File: config.mk
export PLATFORM = sky130hd
export DESIGN_NAME = tpr_queue
export DESIGN_NICKNAME = d
export VERILOG_FILES = /design/src/tpr_queue.sv
export SDC_FILE = /design/constraint.sdc
export NUM_CORES = 1
export LEC_CHECK = 0
export ABC_AREA = 0
export BUFFER_PORTS_ARGS = -buffer_cell sky130_fd_sc_hd__buf_2
export CELL_PAD_IN_SITES_DETAIL_PLACEMENT = 0
export CELL_PAD_IN_SITES_GLOBAL_PLACEMENT = 1
export CORE_MARGIN = 2
export CORE_UTILIZATION = 40
export CTS_CLUSTER_DIAMETER = 60
export DETAILED_ROUTE_END_ITERATION = 8
export GPL_TIMING_DRIVEN = 0
export PLACE_DENSITY = 0.86
export RECOVER_POWER = 25
export SLEW_MARGIN = 20
export SYNTH_ARGS = -nofsm -noshare
export SYNTH_HDL_FRONTEND = slang
export SYNTH_SLANG_ARGS = --single-unit
File: constraint.sdc
create_clock -name clk -period 3 [get_ports clk]
set_input_delay 0.45 -clock clk [delete_from_list [all_inputs] [get_ports clk]]
set_output_delay 0.45 -clock clk [all_outputs]
set_load 0.02 [all_outputs]
File: src/tpr_queue.sv
// ----------------------------------------------------------------------------
// tpr_queue
// Two-entry FIFO between the classifier and the divider pipeline.
// ----------------------------------------------------------------------------
module tpr_queue #(
  parameter int DATA_W = 52
) (
  input  logic              clk,
  input  logic              rst,
  input  logic              push,
  input  logic [DATA_W-1:0] push_data,
  output logic              full,
  input  logic              pop,
  output logic              not_empty,
  output logic [DATA_W-1:0] head
);
  logic [DATA_W-1:0] mem [2];
  logic wr_ptr, rd_ptr;
  logic [1:0] count;

  assign full = count[1];
  assign not_empty = count != 2'd0;
  assign head = mem[rd_ptr];

  always_ff @(posedge clk) begin
    if (rst) begin
      wr_ptr <= 1'b0;
      rd_ptr <= 1'b0;
      count <= 2'd0;
    end else begin
      if (push) wr_ptr <= !wr_ptr;
      if (pop) rd_ptr <= !rd_ptr;
      count <= count + {1'b0, push} - {1'b0, pop};
    end
    if (push) mem[wr_ptr] <= push_data;
  end
endmodule

==> impl_metrics.env <==
export IMPL_clock_latency_ns=0.35
export IMPL_design_area_um2=5165
export IMPL_drt_iter0_drc=67
export IMPL_synth_nets=240
export IMPL_synth_seq_cells=109
export IMPL_clkTransAtPathRegs_ns=0.09
export IMPL_synth_cell_types=14
export IMPL_cts_max_path_buffers=2
export IMPL_worstHoldPathCells=1
export IMPL_cts_setup_buffers=0
export IMPL_grt_overflow_total=0
export IMPL_hold_path_startpoint="push_data[48]"
export IMPL_syn_to_final_growth_pct=22.38
export IMPL_start_util_pct=41.06
export IMPL_ys_seq_area_share_pct=76.37
export IMPL_worst_r2r_endpoint="mem[1][4]"
export IMPL_die_y_um=106.7
export IMPL_diodes=0
export IMPL_grt_max_degree=53
export IMPL_finalHoldViolCount=0
export IMPL_cellPowerDensity_nw_per_um2=614.6
export IMPL_p_leak_uw=0.002010
export IMPL_drt_wl_total_um=6741
export IMPL_ys_warnings_count=0
export IMPL_cts_inserted_buffers=9
export IMPL_dieArea_um2=11390
export IMPL_grt_pass1_vias=2075
export IMPL_crit_arrival_ns=1.49
export IMPL_grt_pass1_wl_um=10270
export IMPL_nets=362
export IMPL_reg2regPathDepth=1
export IMPL_syn_area_um2=4220
export IMPL_cts_root_buf="clkbuf_8"
export IMPL_max_stage_delay_ns=0.33
export IMPL_setup_violations=0
export IMPL_io_pins=110
export IMPL_htree_num_levels=3
export IMPL_gp_congestion=0.6136
export IMPL_placed_cell_area_um2=5001
export IMPL_worstSetupEndpointType="output port"
export IMPL_intPower_uw=2421
export IMPL_hold_buffers=0
export IMPL_ant_nets=0
export IMPL_r2r_start="wr_ptr"
export IMPL_status="finished clean"
export IMPL_cts_resized=0
export IMPL_cts_tree="done"
export IMPL_pre_cts_ws_ns=1.266
export IMPL_dp_hpwl_um=4651
export IMPL_p_clk_share_pct=26.1
export IMPL_syn_inst=182
export IMPL_p_switching_uw=753.3
export IMPL_critical_path_cell_chain="buf_6 -> buf_12 -> mux2_4 -> buf_2"
export IMPL_clock_sinks=109
export IMPL_worstSetupStartpointType="flop"
export IMPL_p_seq_share_pct=56.7
export IMPL_whs_endpoint="mem[1][48]"
export IMPL_drt_pass1_iterations=4
export IMPL_maxCapViolations=0
export IMPL_netSwitchingFraction_pct=23.73
export IMPL_finalSetupTns_ns=0
export IMPL_crit_required_ns=2.55
export IMPL_avgSynthCellArea_um2=23.19
export IMPL_vias=2001
export IMPL_drive_above_1_share_pct=54.37
export IMPL_ff2ff_setup_slack_ns=1.53
export IMPL_worst_slew_pin_slew_ns=0.7372
export IMPL_grt_usage_pct=12.10
export IMPL_critPathSlowestCell="dfxtp_1"
export IMPL_rsz0062_at_grt="false"
export IMPL_num_fill_cells=895
export IMPL_max_freq_mhz=514.3
export IMPL_fin_hold_ws_ns=0.2816
export IMPL_rows=37
export IMPL_slew_headroom_pct=50.85
export IMPL_coreArea_um2=10280
export IMPL_die_w_um=106.7
export IMPL_wl_per_cell_um=15.15
export IMPL_vias_per_cell=4.497
export IMPL_portBuffers=109
export IMPL_combPwrFrac_pct=17.2
export IMPL_fin_crit_sh_pct=64.81
export IMPL_setup_ws_ns=1.056
export IMPL_critPathMaxFanout=10
export IMPL_hold_class="input pin to flop"
export IMPL_drv_slew=0
export IMPL_post_route_drc_count=0
export IMPL_antenna_found_initial=0
export IMPL_period_needed_ns=1.944
export IMPL_vdd_ir_drop_max_v=0.0003001
export IMPL_fin_worst_skew_ns=0.005556
export IMPL_criticalPathCategory="flop to output port"
-- registers in the layout, indices dropped and copies added (netlist names), named ones only --
signal  flops
count       2
mem       104
rd_ptr      1
wr_ptr      1
-- cells in the final DEF, fill, tap and decap left out --
master,netlist,final
xnor3_1,1,1
edfxtp_1,104,104
buf_12,5,5
buf_16,0,2
buf_2,0,93
nor2b_1,2,1
clkbuf_1,0,19
xnor2_1,2,2
mux2_4,50,50
buf_6,1,1
or2_2,1,1
inv_1,2,2
clkinv_1,0,1
ha_1,2,2
nor2b_4,0,1
mux2_2,2,2
clkinvlp_4,0,2
and2_4,0,1
bufinv_16,0,1
nor2_1,4,4
clkbuf_8,0,9
dfxtp_1,5,5
-- power groups by stage --
| stage | registers [µW] | logic [µW] | clock network, µW |
|---|---|---|---|
| global placement | 1830 | 526 | 0 |
| CTS | 1800 | 558 | 872 |
| detailed placement | 1840 | 557 | 0 |
| finish | 1800 | 545 | 830 |
| global route | 1810 | 582 | 922 |
| floorplan | 1840 | 371 | 0 |
-- kinds of logic after synthesis --
group / count (synthesis) / synth area share, %
xor+xnor: 3 / 0.9487
fa+ha+maj: 2 / 0.5928
buf+inv: 8 / 2.817
flops: 109 / 76.37
mux: 52 / 18.32
simple gates: 8 / 0.9487
-- final cells by class --
cell class | instances | area, µm² | area share [%]
flip-flops and latches | 109 | 3223 | 62.40
multi-input cells | 65 | 888.4 | 17.20
repair buffers | 111 | 580.6 | 11.24
well taps | 136 | 170.2 | 3.295
clock buffers | 12 | 135.1 | 2.616
plain buffers | 6 | 111.4 | 2.156
clock inverters | 4 | 48.80 | 0.9448
inverters | 2 | 7.507 | 0.1453
-- worst max-delay path: cells and delay by family, from the launching register on --
kind / cells / cell delay (ns)
flip-flops: 1 / 0.33
buffers and inverters: 3 / 0.50
multiplexers: 1 / 0.30
-- stage by stage --
step,std cells,power [µW],util (%)
4_1_cts,445,3232,50.45
2_1_floorplan,182,2206,-
3_3_place_gp,427,2361,48.05
5_1_grt,445,3313,50.26
3_5_place_dp,429,2393,48.66
6_report,445,3174,50.26
-- how the worst max path moves through the flow --
stage	endpoint	slack, ns
2_1_floorplan	mem[0][0]	0.75
3_3_place_gp	mem[0][7]	-0.11
3_5_place_dp	mem[0][43]	1.27
4_1_cts	head[48]	1.01
5_1_grt	head[35]	0.96
6_report	head[2]	1.06
-- synth_stat cells --
cell type  count  share of area (%)
mux2_2         2               0.53
buf_6          1               0.27
and2_1         1               0.15
nor2b_1        2               0.30
ha_1           2               0.59
buf_12         5                2.4
nor2_1         4               0.36
edfxtp_1     104                 74
xnor3_1        1               0.53
inv_1          2               0.18
xnor2_1        2               0.42
mux2_4        50                 18
or2_2          1               0.15
dfxtp_1        5                2.4
-- routing by layer --
layer	part of all wire, %	up-vias	track usage, %
li1	-	950	-
met1	41	983	13.80
met2	52	62	21.29
met3	5.4	6	3.647
met4	1.1	0	4.731
met5	0	-	0
Note: power is estimated with default switching activity, not from simulation.
