[src/tpr_pkg.sv]
// ----------------------------------------------------------------------------
// tpr_pkg
// Shared types and constants for the task priority ratio block.
// ----------------------------------------------------------------------------
package tpr_pkg;
  localparam int PRIO_W = 50;
  localparam int MODE_W = 5;
  localparam logic [MODE_W-1:0] MODE_RESET = 5'd14;
  localparam logic [MODE_W-1:0] MODE_FIRST_RATIO = 5'd1;
  localparam logic [MODE_W-1:0] MODE_LAST_GRP0 = 5'd4;
  localparam logic [MODE_W-1:0] MODE_LAST_GRP1 = 5'd8;
  localparam logic [MODE_W-1:0] MODE_LAST_RATIO = 5'd12;
  localparam logic REG_PRIORITY_MODE = 1'b0;
  localparam logic [PRIO_W-1:0] PRIO_MAXPOS = {1'b0, {(PRIO_W-1){1'b1}}};

  typedef struct packed {
    logic inf;
    logic neg;
  } flags_t;
endpackage

[src/tpr_front.sv]
// ----------------------------------------------------------------------------
// tpr_front
// Accepts task counts and reduces them to a numerator, denominator and flags.
// ----------------------------------------------------------------------------
module tpr_front import tpr_pkg::*; #(
  parameter int COUNT_BITS = 12
) (
  input  logic                    clk,
  input  logic                    rst,
  input  logic [MODE_W-1:0]       mode,
  input  logic                    in_valid,
  output logic                    in_ready,
  input  logic [COUNT_BITS-1:0]   input_records,
  input  logic                    is_entry_task,
  input  logic [COUNT_BITS-1:0]   output_records,
  input  logic                    is_exit_task,
  output logic                    cls_valid,
  input  logic                    cls_ready,
  output logic [2*COUNT_BITS:0]   cls_num,
  output logic [2*COUNT_BITS:0]   cls_den,
  output flags_t                  cls_flags
);
  localparam int W = 2*COUNT_BITS + 1;

  logic [COUNT_BITS:0] a, b;
  logic [W-1:0] aa, bb, num_next, den_next;
  logic [COUNT_BITS-1:0] i2, o2;
  logic [1:0] grp, sub;
  logic [MODE_W-1:0] mm1;
  flags_t flags_next;

  assign in_ready = !cls_valid || cls_ready;

  always_comb begin
    a = {1'b0, input_records} + 1'b1;
    b = {1'b0, (is_exit_task ? {COUNT_BITS{1'b0}} : output_records)} + 1'b1;
    aa = W'(a) * W'(a);
    bb = W'(b) * W'(b);
    mm1 = mode - 1'b1;
    sub = mm1[1:0];
    grp = (mode <= MODE_LAST_GRP0) ? 2'd0 : (mode <= MODE_LAST_GRP1) ? 2'd1 : 2'd2;
    i2 = is_entry_task ? '0 : input_records;
    o2 = is_exit_task ? '0 : output_records;
    num_next = '0;
    den_next = W'(1);
    flags_next = '0;
    if (mode >= MODE_FIRST_RATIO && mode <= MODE_LAST_RATIO) begin
      if (is_entry_task) begin
        if (sub[1]) begin
          num_next = W'(1);
          den_next = (grp == 2'd2) ? bb : W'(b);
        end
      end else if (is_exit_task) begin
        if (sub[0]) num_next = (grp == 2'd1) ? aa : W'(a);
        else flags_next.inf = 1'b1;
      end else begin
        num_next = (grp == 2'd1) ? aa : W'(a);
        den_next = (grp == 2'd2) ? bb : W'(b);
      end
    end else begin
      if (i2 >= o2) begin
        num_next = W'(i2 - o2);
      end else begin
        num_next = W'(o2 - i2);
        flags_next.neg = 1'b1;
      end
    end
  end

  always_ff @(posedge clk) begin
    if (rst) begin
      cls_valid <= 1'b0;
    end else if (in_ready) begin
      cls_valid <= in_valid;
    end
    if (in_ready && in_valid) begin
      cls_num <= num_next;
      cls_den <= den_next;
      cls_flags <= flags_next;
    end
  end
endmodule

[config.mk]
export PLATFORM = sky130hd
export DESIGN_NAME = tpr_front
export DESIGN_NICKNAME = d
export VERILOG_FILES = /design/src/tpr_pkg.sv /design/src/tpr_front.sv
export SDC_FILE = /design/constraint.sdc
export NUM_CORES = 1
export LEC_CHECK = 0
export BUFFER_PORTS_ARGS = -buffer_cell sky130_fd_sc_hd__buf_2
export CAP_MARGIN = 30
export CORE_MARGIN = 10
export CORE_UTILIZATION = 35
export CTS_BUF_LIST = sky130_fd_sc_hd__clkbuf_16
export CTS_CLUSTER_SIZE = 14
export DETAILED_ROUTE_END_ITERATION = 8
export HOLD_SLACK_MARGIN = 0.03
export PLACE_DENSITY = 0.57
export SYNTH_ARGS = -nofsm -noshare
export SYNTH_HDL_FRONTEND = slang
export SYNTH_SLANG_ARGS = --single-unit
[constraint.sdc]
create_clock -name clk -period 14.4 [get_ports clk]
set_input_delay 0.72 -clock clk [delete_from_list [all_inputs] [get_ports clk]]
set_output_delay 0.72 -clock clk [all_outputs]
set_load 0.01 [all_outputs]
==> impl_metrics.env, run 1 <==
export IMPL_status="finished, final reports clean"
export IMPL_hold_viol_final=0
export IMPL_clock_tree_root_cell="clkbuf_16"
export IMPL_overflow=0
export IMPL_hpwl_um=28500
export IMPL_routed_wl_um=34200
export IMPL_arrival_ns=8.58
export IMPL_die_area_sq_um=45100
export IMPL_post_cts_buffers=0
export IMPL_max_cap_violations=0
export IMPL_synth_edf_count=52
export IMPL_cts_hold_buffers=0
export IMPL_synth_simple_area_share_pct=14.0
export IMPL_synth_distinct_cells=77
export IMPL_ys_warn_count=0
export IMPL_core_sq_um=36500
export IMPL_synth_compound_area_share_pct=11.1
export IMPL_p_leak_nw=7.39
export IMPL_power_mw=2.01
export IMPL_cts_resized=0
export IMPL_drive_gt1_share_pct=8.94
export IMPL_grt_pass1_wl_um=56400
export IMPL_num_nets_final=1940
export IMPL_maxSlewViolCount=0
export IMPL_synth_fa_ha_area_share_pct=45.3
export IMPL_synth_yosys_seq_area_share_pct=12.2
export IMPL_maxSlewHeadroom_pct=31.3
export IMPL_route_detailed_drc=0
export IMPL_ys_flop_type="edfxtp_1"
export IMPL_final_cell_area_sq_um=14100
export IMPL_drtPass1Iterations=5
export IMPL_num_antenna_cells=0
export IMPL_finClkSkew_ns=0.0206
export IMPL_routedWlPerCell_um=16.9
export IMPL_antenna_found_initial=0
export IMPL_synth_top_family_by_area="adder cells"
export IMPL_hp_class="flip-flop to flip-flop"
export IMPL_clkSinkCount=53
export IMPL_setup_viol=0
export IMPL_grt_total_usage_pct=15.9
export IMPL_start_kind="input port"
export IMPL_ir_drop_v=0.000127
export IMPL_netlist_instances=1464
export IMPL_syn2layout_area_growth_pct=8.91
export IMPL_grt_start_max_net_pins=53
export IMPL_die_h_um=212
export IMPL_synthXorXnorAreaFrac_pct=5.06
export IMPL_min_period_ns=8.50
export IMPL_ant_nets=0
export IMPL_grt_pass1_vias=10600
export IMPL_async_reset_ff_share_pct=0
export IMPL_required_ns=14.48
export IMPL_synth_mux_area_share_pct=0.705
export IMPL_tightest_slew_ns=1.02
export IMPL_viasPerCell=4.97
export IMPL_rsz0062_at_grt="false"
export IMPL_crit_type="input port to flip-flop"
export IMPL_numCtsBuffers=5
export IMPL_synth_avg_cell_area_sq_um=8.84
export IMPL_max_freq_mhz=118
export IMPL_syn_area_sq_um=12900
export IMPL_layout_common_cells="359 x inv_1, 194 x fa_1, 158 x ha_1"
export IMPL_start_util_pct=35.5
export IMPL_clkSlewWorstSetupHoldPaths_ns=0.08
export IMPL_die_w_um=212
export IMPL_num_vias=10100
export IMPL_num_rows=70
export IMPL_io_pins=89
export IMPL_powerDensity_nw_per_um2=142
export IMPL_gp_congestion=0.937
export IMPL_setup_tns_ns=0
export IMPL_cts_max_level=2
export IMPL_port_buffer_count=88
export IMPL_min_period_over_period_pct=59.0
export IMPL_ctsLongestPathBuffers=2
export IMPL_end_kind="flip-flop"
export IMPL_placed_cell_area_sq_um=14000
export IMPL_cts_tree="yes"
export IMPL_path_max_fanout=16
export IMPL_layout_commonest_cell="inv_1"
export IMPL_clk_insertion_delay_late_ns=0.34
export IMPL_first_iter_violations=531
export IMPL_ys_seq_elements=53
export IMPL_nFillCells=3771
[routing by layer]
metal / track usage (%) / wire, um / vias to the layer above
met5: 0 / 0 / -
met3: 3.49 / 2210 / 49
met1: 21.6 / 16000 / 4941
met2: 24.4 / 14900 / 265
li1: - / - / 4801
met4: 5.39 / 1070 / 0
[area by class of cell]
| cell class | instances | area, sq um | share of cell area, % |
|---|---|---|---|
| sequential | 53 | 1580 | 11.2 |
| multi-input combinational | 1033 | 9920 | 70.4 |
| tap | 468 | 586 | 4.15 |
| clock inverter | 3 | 17.5 | 0.124 |
| inverter | 363 | 1360 | 9.66 |
| clock buffer | 5 | 125 | 0.887 |
| timing repair buffer | 97 | 508 | 3.60 |
[cells in the mapped netlist, types with 8 or more instances]
library cell | number | area, sq um
nand2b_1 | 36 | 225
nor3_1 | 21 | 105
a21o_1 | 27 | 203
a21oi_1 | 44 | 220
or3_1 | 8 | 50.1
and2_1 | 8 | 50.1
o21ai_0 | 21 | 105
or2_2 | 9 | 56.3
xor2_1 | 31 | 272
nand3_1 | 15 | 75.1
nand2_1 | 98 | 368
inv_1 | 359 | 1350
fa_1 | 194 | 3880
mux2i_1 | 8 | 80.1
ha_1 | 158 | 1980
clkbuf_1 | 18 | 67.6
nor2b_1 | 21 | 131
o22ai_1 | 15 | 93.8
o21ai_1 | 12 | 60.1
o21ai_2 | 9 | 78.8
and3_1 | 15 | 93.8
nor2_1 | 114 | 428
xnor2_1 | 42 | 368
edfxtp_1 | 52 | 1560
a31oi_1 | 8 | 50.1
[final timing paths]
path	startpoint	endpoint	slack (ns)	depth (start not counted)
worst max-delay path	is_exit_task	cls_den[21]$_SDFFCE_PN0P_	5.90	25
worst min-delay path	cls_valid$_SDFFE_PP0N_	cls_valid$_SDFFE_PP0N_	0.51	2
worst min register to register	cls_valid$_SDFFE_PP0N_	cls_valid$_SDFFE_PP0N_	0.51	2
worst max register to register	cls_valid$_SDFFE_PP0N_	cls_den[17]$_SDFFCE_PN0P_	12.85	3
[sequential cells by signal, summed over array words and instances (netlist names)]
name / cells
cls_den: 25
cls_num: 25
cls_valid: 1
cls_flags: 2
[where the power goes]
group	total (mW)	switching, mW	internal, mW
Clock	0.135	0.0705	0.0644
Sequential	0.203	0.00546	0.197
Combinational	1.67	0.996	0.675
Total	2.01	1.07	0.936
[cells by family (layout without fill, tap and decap cells)]
kind of cell | Yosys count | count (layout)
buffers and inverters | 394 | 468
AND/OR/NAND/NOR | 375 | 375
adder cells (fa/ha/maj) | 352 | 352
AO/OA/AOI/OAI | 205 | 205
XOR/XNOR | 74 | 74
flip-flops | 53 | 53
multiplexers | 9 | 9
other | 2 | 18
[stage by stage]
step	setup slack, ns	hold slack [ns]	util [%]	instances
floorplan	7.21	0.593	-	1480
global placement	5.70	0.489	38.2	2014
detailed placement	5.58	0.510	38.2	2014
CTS	5.94	0.517	38.6	2022
global route	5.47	0.545	38.6	2022
finish	5.90	0.513	38.6	2022
[worst max-delay path, stage by stage]
cell	delay, ns
buf_2	0.30
nand2b_1	0.36
inv_1	0.27
ha_1	0.33
and4_1	0.28
and3_1	0.20
xnor2_1	0.56
inv_1	0.38
nor2_1	0.27
fa_1	0.47
fa_1	0.51
inv_1	0.06
fa_1	0.50
inv_1	0.05
fa_1	0.46
fa_1	0.43
ha_1	0.38
a2111o_1	0.40
a311o_1	0.33
a41oi_2	0.23
o21bai_1	0.21
a211o_1	0.38
a41oi_2	0.26
xor2_1	0.17
nor2_1	0.06
Power figures use the tool's default switching activity.
==> inputs of run 2 (changes only) <==
--- a/config.mk
+++ b/config.mk
@@ -5,6 +5,7 @@
 export SDC_FILE = /design/constraint.sdc
 export NUM_CORES = 1
 export LEC_CHECK = 0
+export ABC_AREA = 1
 export BUFFER_PORTS_ARGS = -buffer_cell sky130_fd_sc_hd__buf_2
 export CAP_MARGIN = 30
 export CORE_MARGIN = 10
@@ -13,7 +14,7 @@
 export CTS_CLUSTER_SIZE = 14
 export DETAILED_ROUTE_END_ITERATION = 8
 export HOLD_SLACK_MARGIN = 0.03
-export PLACE_DENSITY = 0.57
+export PLACE_DENSITY = 0.59
 export SYNTH_ARGS = -nofsm -noshare
 export SYNTH_HDL_FRONTEND = slang
 export SYNTH_SLANG_ARGS = --single-unit
==> constraint.sdc (replaced) <==
create_clock -name clk -period 6.9 [get_ports clk]
set_input_delay 0.345 -clock clk [delete_from_list [all_inputs] [get_ports clk]]
set_output_delay 0.345 -clock clk [all_outputs]
set_load 0.01 [all_outputs]
==> impl_metrics.env, run 2 <==
export IMPL_min_period_over_period_pct=91.2
export IMPL_gp_congestion=0.964
export IMPL_clock_tree_root_cell="clkbuf_16"
export IMPL_num_nets_final=2386
export IMPL_synth_yosys_seq_area_share_pct=11.4
export IMPL_clkSlewWorstSetupHoldPaths_ns=0.08
export IMPL_route_detailed_drc=0
export IMPL_cts_hold_buffers=0
export IMPL_critPathLaunch="is_exit_task"
export IMPL_yosys_area_top_type="fa_1"
export IMPL_core_sq_um=38900
export IMPL_clk_insertion_delay_late_ns=0.33
export IMPL_setup_viol=0
export IMPL_drtPass1Iterations=5
export IMPL_maxSlewHeadroom_pct=35.5
export IMPL_drive_gt1_share_pct=8.55
export IMPL_ys_flop_type="edfxtp_1"
export IMPL_ys_top_cells_by_area="fa_1 28%, ha_1 14%, inv_1 13%"
export IMPL_reg_top3="cls_den (25), cls_num (25), cls_flags (2)"
export IMPL_cp_num_cells=30
export IMPL_reg2reg_slack_ns=5.40
export IMPL_grt_pass1_wl_um=65300
export IMPL_clkSinkCount=53
export IMPL_ant_nets=0
export IMPL_critical_path_slowest_cell="fa_1"
export IMPL_synthTopCellsByCount="472 x inv_1, 415 x nand2_1, 226 x nor2_1"
export IMPL_hpwl_um=34200
export IMPL_num_antenna_cells=0
export IMPL_cts_tree="yes"
export IMPL_powerDensity_nw_per_um2=285
export IMPL_cts_max_level=2
export IMPL_io_pins=89
export IMPL_hold_viol_final=0
export IMPL_synth_most_common_cell="inv_1"
export IMPL_overflow=0
export IMPL_ys_warn_count=0
export IMPL_die_h_um=219
export IMPL_cts_resized=0
export IMPL_ff2ff_path_depth=2
export IMPL_end_kind="flip-flop"
export IMPL_r2r_end="cls_den[2]$_SDFFCE_PN0P_"
export IMPL_async_reset_ff_share_pct=0
export IMPL_synth_edf_count=52
export IMPL_status="finished, final reports clean"
export IMPL_routed_wl_um=39100
export IMPL_nFillCells=4142
export IMPL_setup_tns_ns=0
export IMPL_regArea_sq_um=1580
export IMPL_maxSlewViolCount=0
export IMPL_ctsLongestPathBuffers=2
export IMPL_power_mw=4.33
export IMPL_routedWlPerCell_um=15.5
export IMPL_timing_critical_path_to="cls_den[23]$_SDFFCE_PN0P_"
export IMPL_crit_type="input port to flip-flop"
export IMPL_critPathBufInv=9
export IMPL_multiInputGateArea_sq_um=10400
export IMPL_arrival_ns=6.39
export IMPL_max_cap_violations=0
export IMPL_start_util_pct=35.7
export IMPL_path_max_fanout=13
export IMPL_synth_avg_cell_area_sq_um=7.34
export IMPL_die_w_um=219
export IMPL_rsz0062_at_grt="false"
export IMPL_synth_top_area_share_pct=28.0
export IMPL_layout_common_cells="472 x inv_1, 415 x nand2_1, 226 x nor2_1"
export IMPL_cp_slowest_stage_delay_ns=0.53
export IMPL_ir_drop_v=0.000262
export IMPL_cp_top_family="adder cells"
export IMPL_port_buffer_count=88
export IMPL_die_area_sq_um=48000
export IMPL_antenna_found_initial=1
export IMPL_r2r_start="cls_valid$_SDFFE_PP0N_"
export IMPL_grt_pass1_vias=12500
export IMPL_min_period_ns=6.29
export IMPL_numCtsBuffers=5
export IMPL_synth_distinct_cells=49
export IMPL_layout_commonest_cell="inv_1"
export IMPL_finClkSkew_ns=0.00508
export IMPL_num_vias=11900
export IMPL_required_ns=7.00
export IMPL_tightest_slew_ns=0.966
export IMPL_viasPerCell=4.73
export IMPL_p_leak_nw=8.33
export IMPL_max_freq_mhz=159
export IMPL_hp_class="input port to flip-flop"
export IMPL_start_kind="input port"
export IMPL_netlist_instances=1890
export IMPL_post_cts_buffers=0
export IMPL_syn2layout_area_growth_pct=9.70
export IMPL_ys_seq_elements=53
export IMPL_grt_start_max_net_pins=53
export IMPL_first_iter_violations=880
export IMPL_num_rows=72
export IMPL_grt_total_usage_pct=17.1
export IMPL_syn_area_sq_um=13900
==> run 2: cell types whose count changed after synthesis, moves of 21 or more <==
cell      delta
nand2_1    +317
inv_1      +113
nor2_1     +112
nand3_1     +50
nand2b_1    -36
o21ai_0     +31
xnor2_1     -30
a21oi_1     +27
a21o_1      -24
nor2b_1     -21
==> run 2: layer usage <==
layer,up-vias,part of all wire [%],global-route usage (%)
met5,-,0,0
met4,0,1.4,2.83
met3,26,7.4,3.95
met2,308,45,27.9
met1,5706,46,23.0
li1,5870,-,-
==> run 2: kinds of logic after synthesis <==
family          after synthesis  share of synthesized area [%]
xor+xnor                     39                           2.76
other cells                   2                         0.0541
fa+ha+maj                   352                           42.2
compound gates              157                           6.26
flops                        53                           11.4
buf+inv                     515                           14.3
simple gates                772                           23.0
==> run 2: report_power, final <==
group	internal [mW]	switching, mW
Clock	0.134	0.140
Sequential	0.411	0.0158
Combinational	1.26	2.37
==> run 2: final cells by class <==
cell class,count,area share (%)
tap,518,4.26
sequential,53,10.4
inverter,487,12.0
timing repair buffer,114,4.18
clock inverter,3,0.107
clock buffer,5,0.822
multi-input combinational,1338,68.2
==> run 2: per-stage QoR <==
stage / instance area (sq um) / hold slack [ns] / utilization [%] / setup slack, ns / cells
floorplan: 13900 / 0.414 / - / 0.987 / 1906
global placement: 15100 / 0.500 / 38.8 / 0.458 / 2510
detailed placement: 15100 / 0.508 / 38.8 / 0.337 / 2510
CTS: 15200 / 0.144 / 39.1 / 0.669 / 2518
global route: 15200 / 0.144 / 39.1 / 0.116 / 2518
finish: 15200 / 0.159 / 39.1 / 0.610 / 2518
==> run 2: how the worst min path moves through the flow <==
stage	startpoint	endpoint	slack, ns	depth (start not counted)
2_1_floorplan	rst	cls_valid$_SDFFE_PP0N_	0.41	1
3_3_place_gp	rst	cls_valid$_SDFFE_PP0N_	0.50	2
3_5_place_dp	rst	cls_valid$_SDFFE_PP0N_	0.51	2
4_1_cts	rst	cls_valid$_SDFFE_PP0N_	0.14	2
5_1_grt	rst	cls_valid$_SDFFE_PP0N_	0.14	2
6_report	rst	cls_valid$_SDFFE_PP0N_	0.16	2
==> inputs of run 3 (changes only) <==
--- a/config.mk
+++ b/config.mk
@@ -10,7 +10,7 @@
 export CAP_MARGIN = 30
 export CORE_MARGIN = 10
 export CORE_UTILIZATION = 35
-export CTS_BUF_LIST = sky130_fd_sc_hd__clkbuf_16
+export CTS_BUF_LIST = sky130_fd_sc_hd__clkbuf_8
 export CTS_CLUSTER_SIZE = 14
 export DETAILED_ROUTE_END_ITERATION = 8
 export HOLD_SLACK_MARGIN = 0.03
==> constraint.sdc (replaced) <==
create_clock -name clk -period 6.9 [get_ports clk]
set_input_delay 0.345 -clock clk [delete_from_list [all_inputs] [get_ports clk]]
set_output_delay 0.345 -clock clk [all_outputs]
set_load 0.1 [all_outputs]
==> impl_metrics.env, run 3 (synthesis gave the netlist of run 2 again) <==
export IMPL_die_h_um=219
export IMPL_ctsLongestPathBuffers=2
export IMPL_setup_slack_ns=0.649
export IMPL_critPathBufInv=9
export IMPL_die_area_sq_um=48000
export IMPL_multiInputGateArea_sq_um=10400
export IMPL_status="finished, final reports clean"
export IMPL_num_vias=11900
export IMPL_grt_total_usage_pct=17.1
export IMPL_drtPass1Iterations=6
export IMPL_reg2reg_slack_ns=5.39
export IMPL_cp_slowest_stage_delay_ns=0.53
export IMPL_grt_pass1_vias=12500
export IMPL_max_cap_violations=0
export IMPL_powerDensity_nw_per_um2=300
export IMPL_cp_top_family="adder cells"
export IMPL_io_pins=89
export IMPL_rsz0062_at_grt="false"
export IMPL_reg_top3="cls_den (25), cls_num (25), cls_flags (2)"
export IMPL_viasPerCell=4.73
export IMPL_crit_type="input port to flip-flop"
export IMPL_overflow=0
export IMPL_syn2layout_area_growth_pct=9.44
export IMPL_num_antenna_cells=0
export IMPL_regArea_sq_um=1580
export IMPL_core_sq_um=38900
export IMPL_clkSlewWorstSetupHoldPaths_ns=0.11
export IMPL_port_buffer_count=88
export IMPL_routedWlPerCell_um=15.6
export IMPL_antenna_found_initial=1
export IMPL_post_cts_buffers=0
export IMPL_ir_drop_v=0.000262
export IMPL_setup_tns_ns=0
export IMPL_r2r_start="cls_valid$_SDFFE_PP0N_"
export IMPL_hold_start="rst"
export IMPL_hp_class="input port to flip-flop"
export IMPL_start_kind="input port"
export IMPL_hold_viol_final=0
export IMPL_setup_viol=0
export IMPL_critical_path_slowest_cell="fa_1"
export IMPL_grt_start_max_net_pins=53
export IMPL_cts_resized=0
export IMPL_layout_commonest_cell="inv_1"
export IMPL_ant_nets=0
export IMPL_gp_congestion=0.964
export IMPL_cts_tree="yes"
export IMPL_cts_hold_buffers=0
export IMPL_path_max_fanout=13
export IMPL_min_period_over_period_pct=90.6
export IMPL_final_core_util_pct=39.0
export IMPL_required_ns=7.06
export IMPL_start_util_pct=35.7
export IMPL_clock_tree_root_cell="clkbuf_8"
export IMPL_p_leak_nw=8.32
export IMPL_hold_depth=2
export IMPL_r2r_end="cls_num[2]$_DFFE_PP_"
export IMPL_maxSlewViolCount=0
export IMPL_ff2ff_path_depth=2
export IMPL_clkSinkCount=53
export IMPL_tightest_slew_ns=0.980
export IMPL_end_kind="flip-flop"
export IMPL_maxSlewHeadroom_pct=34.6
export IMPL_die_w_um=219
export IMPL_nFillCells=4148
export IMPL_dp_slack_ns=0.337
export IMPL_arrival_ns=6.41
export IMPL_grt_pass1_wl_um=65400
export IMPL_num_rows=72
export IMPL_clk_insertion_delay_late_ns=0.38
export IMPL_numCtsBuffers=5
export IMPL_drive_gt1_share_pct=8.65
export IMPL_hpwl_um=34200
export IMPL_max_freq_mhz=160
export IMPL_min_period_ns=6.25
export IMPL_layout_common_cells="472 x inv_1, 415 x nand2_1, 226 x nor2_1"
export IMPL_min_to="cls_valid$_SDFFE_PP0N_"
export IMPL_cts_max_level=2
export IMPL_first_iter_violations=910
export IMPL_route_detailed_drc=0
export IMPL_cp_num_cells=30
export IMPL_routed_wl_um=39200
export IMPL_num_nets_final=2386
export IMPL_finClkSkew_ns=0.00684
-- run 3: cell count changes in the layout (fill, tap and decap cells not counted) --
cell and change:
clkbuf_8 +7, clkbuf_16 -5, clkinv_1 -2
-- run 3: cell type report --
class                   instances  share of cell area, %
inverters                     487                   12.1
flip-flops and latches         53                   10.4
clock buffers                   7                  0.634
well taps                     518                   4.27
repair buffers                114                   4.19
multi-input cells            1338                   68.4
clock inverters                 1                 0.0577
-- run 3: per-stage QoR --
| stage | power [mW] | instance area (sq um) | instances | hold WS (ns) |
|---|---|---|---|---|
| final | 4.56 | 15200 | 2518 | 0.103 |
| after global routing | 5.22 | 15200 | 2518 | 0.0879 |
| after CTS | 4.60 | 15200 | 2518 | 0.0834 |
| after detailed placement | 4.33 | 15100 | 2510 | 0.508 |
| after global placement | 4.31 | 15100 | 2510 | 0.500 |
| after floorplan | 3.40 | 13900 | 1906 | 0.414 |
-- run 3: worst max-delay path by stage --
stage / from / endpoint
floorplan: is_exit_task / cls_den[24]$_SDFFCE_PN0P_
global placement: is_exit_task / cls_den[21]$_SDFFCE_PN0P_
detailed placement: is_exit_task / cls_den[23]$_SDFFCE_PN0P_
CTS: is_exit_task / cls_den[23]$_SDFFCE_PN0P_
global route: is_exit_task / cls_den[18]$_SDFFCE_PN0P_
finish: is_exit_task / cls_den[23]$_SDFFCE_PN0P_
-- run 3: power by group --
part	switching, mW	total, mW	internal, mW
registers	0.0160	0.427	0.411
clock network	0.138	0.231	0.0932
logic	2.63	3.90	1.27
-- run 3: metal layers --
layer  global-route usage (%)  vias up  share of wire, %
li1                         -     5870                 -
met5                        0        -                 0
met2                     27.9      310                46
met3                     3.52       28               6.9
met1                     23.0     5703                46
met4                     3.40        0               1.5
-- run 3: worst register-to-register path, cell delays in order (launching register included) --
cell	delay (ns)
dfxtp_1	0.36
a21oi_4	0.14
buf_4	0.63
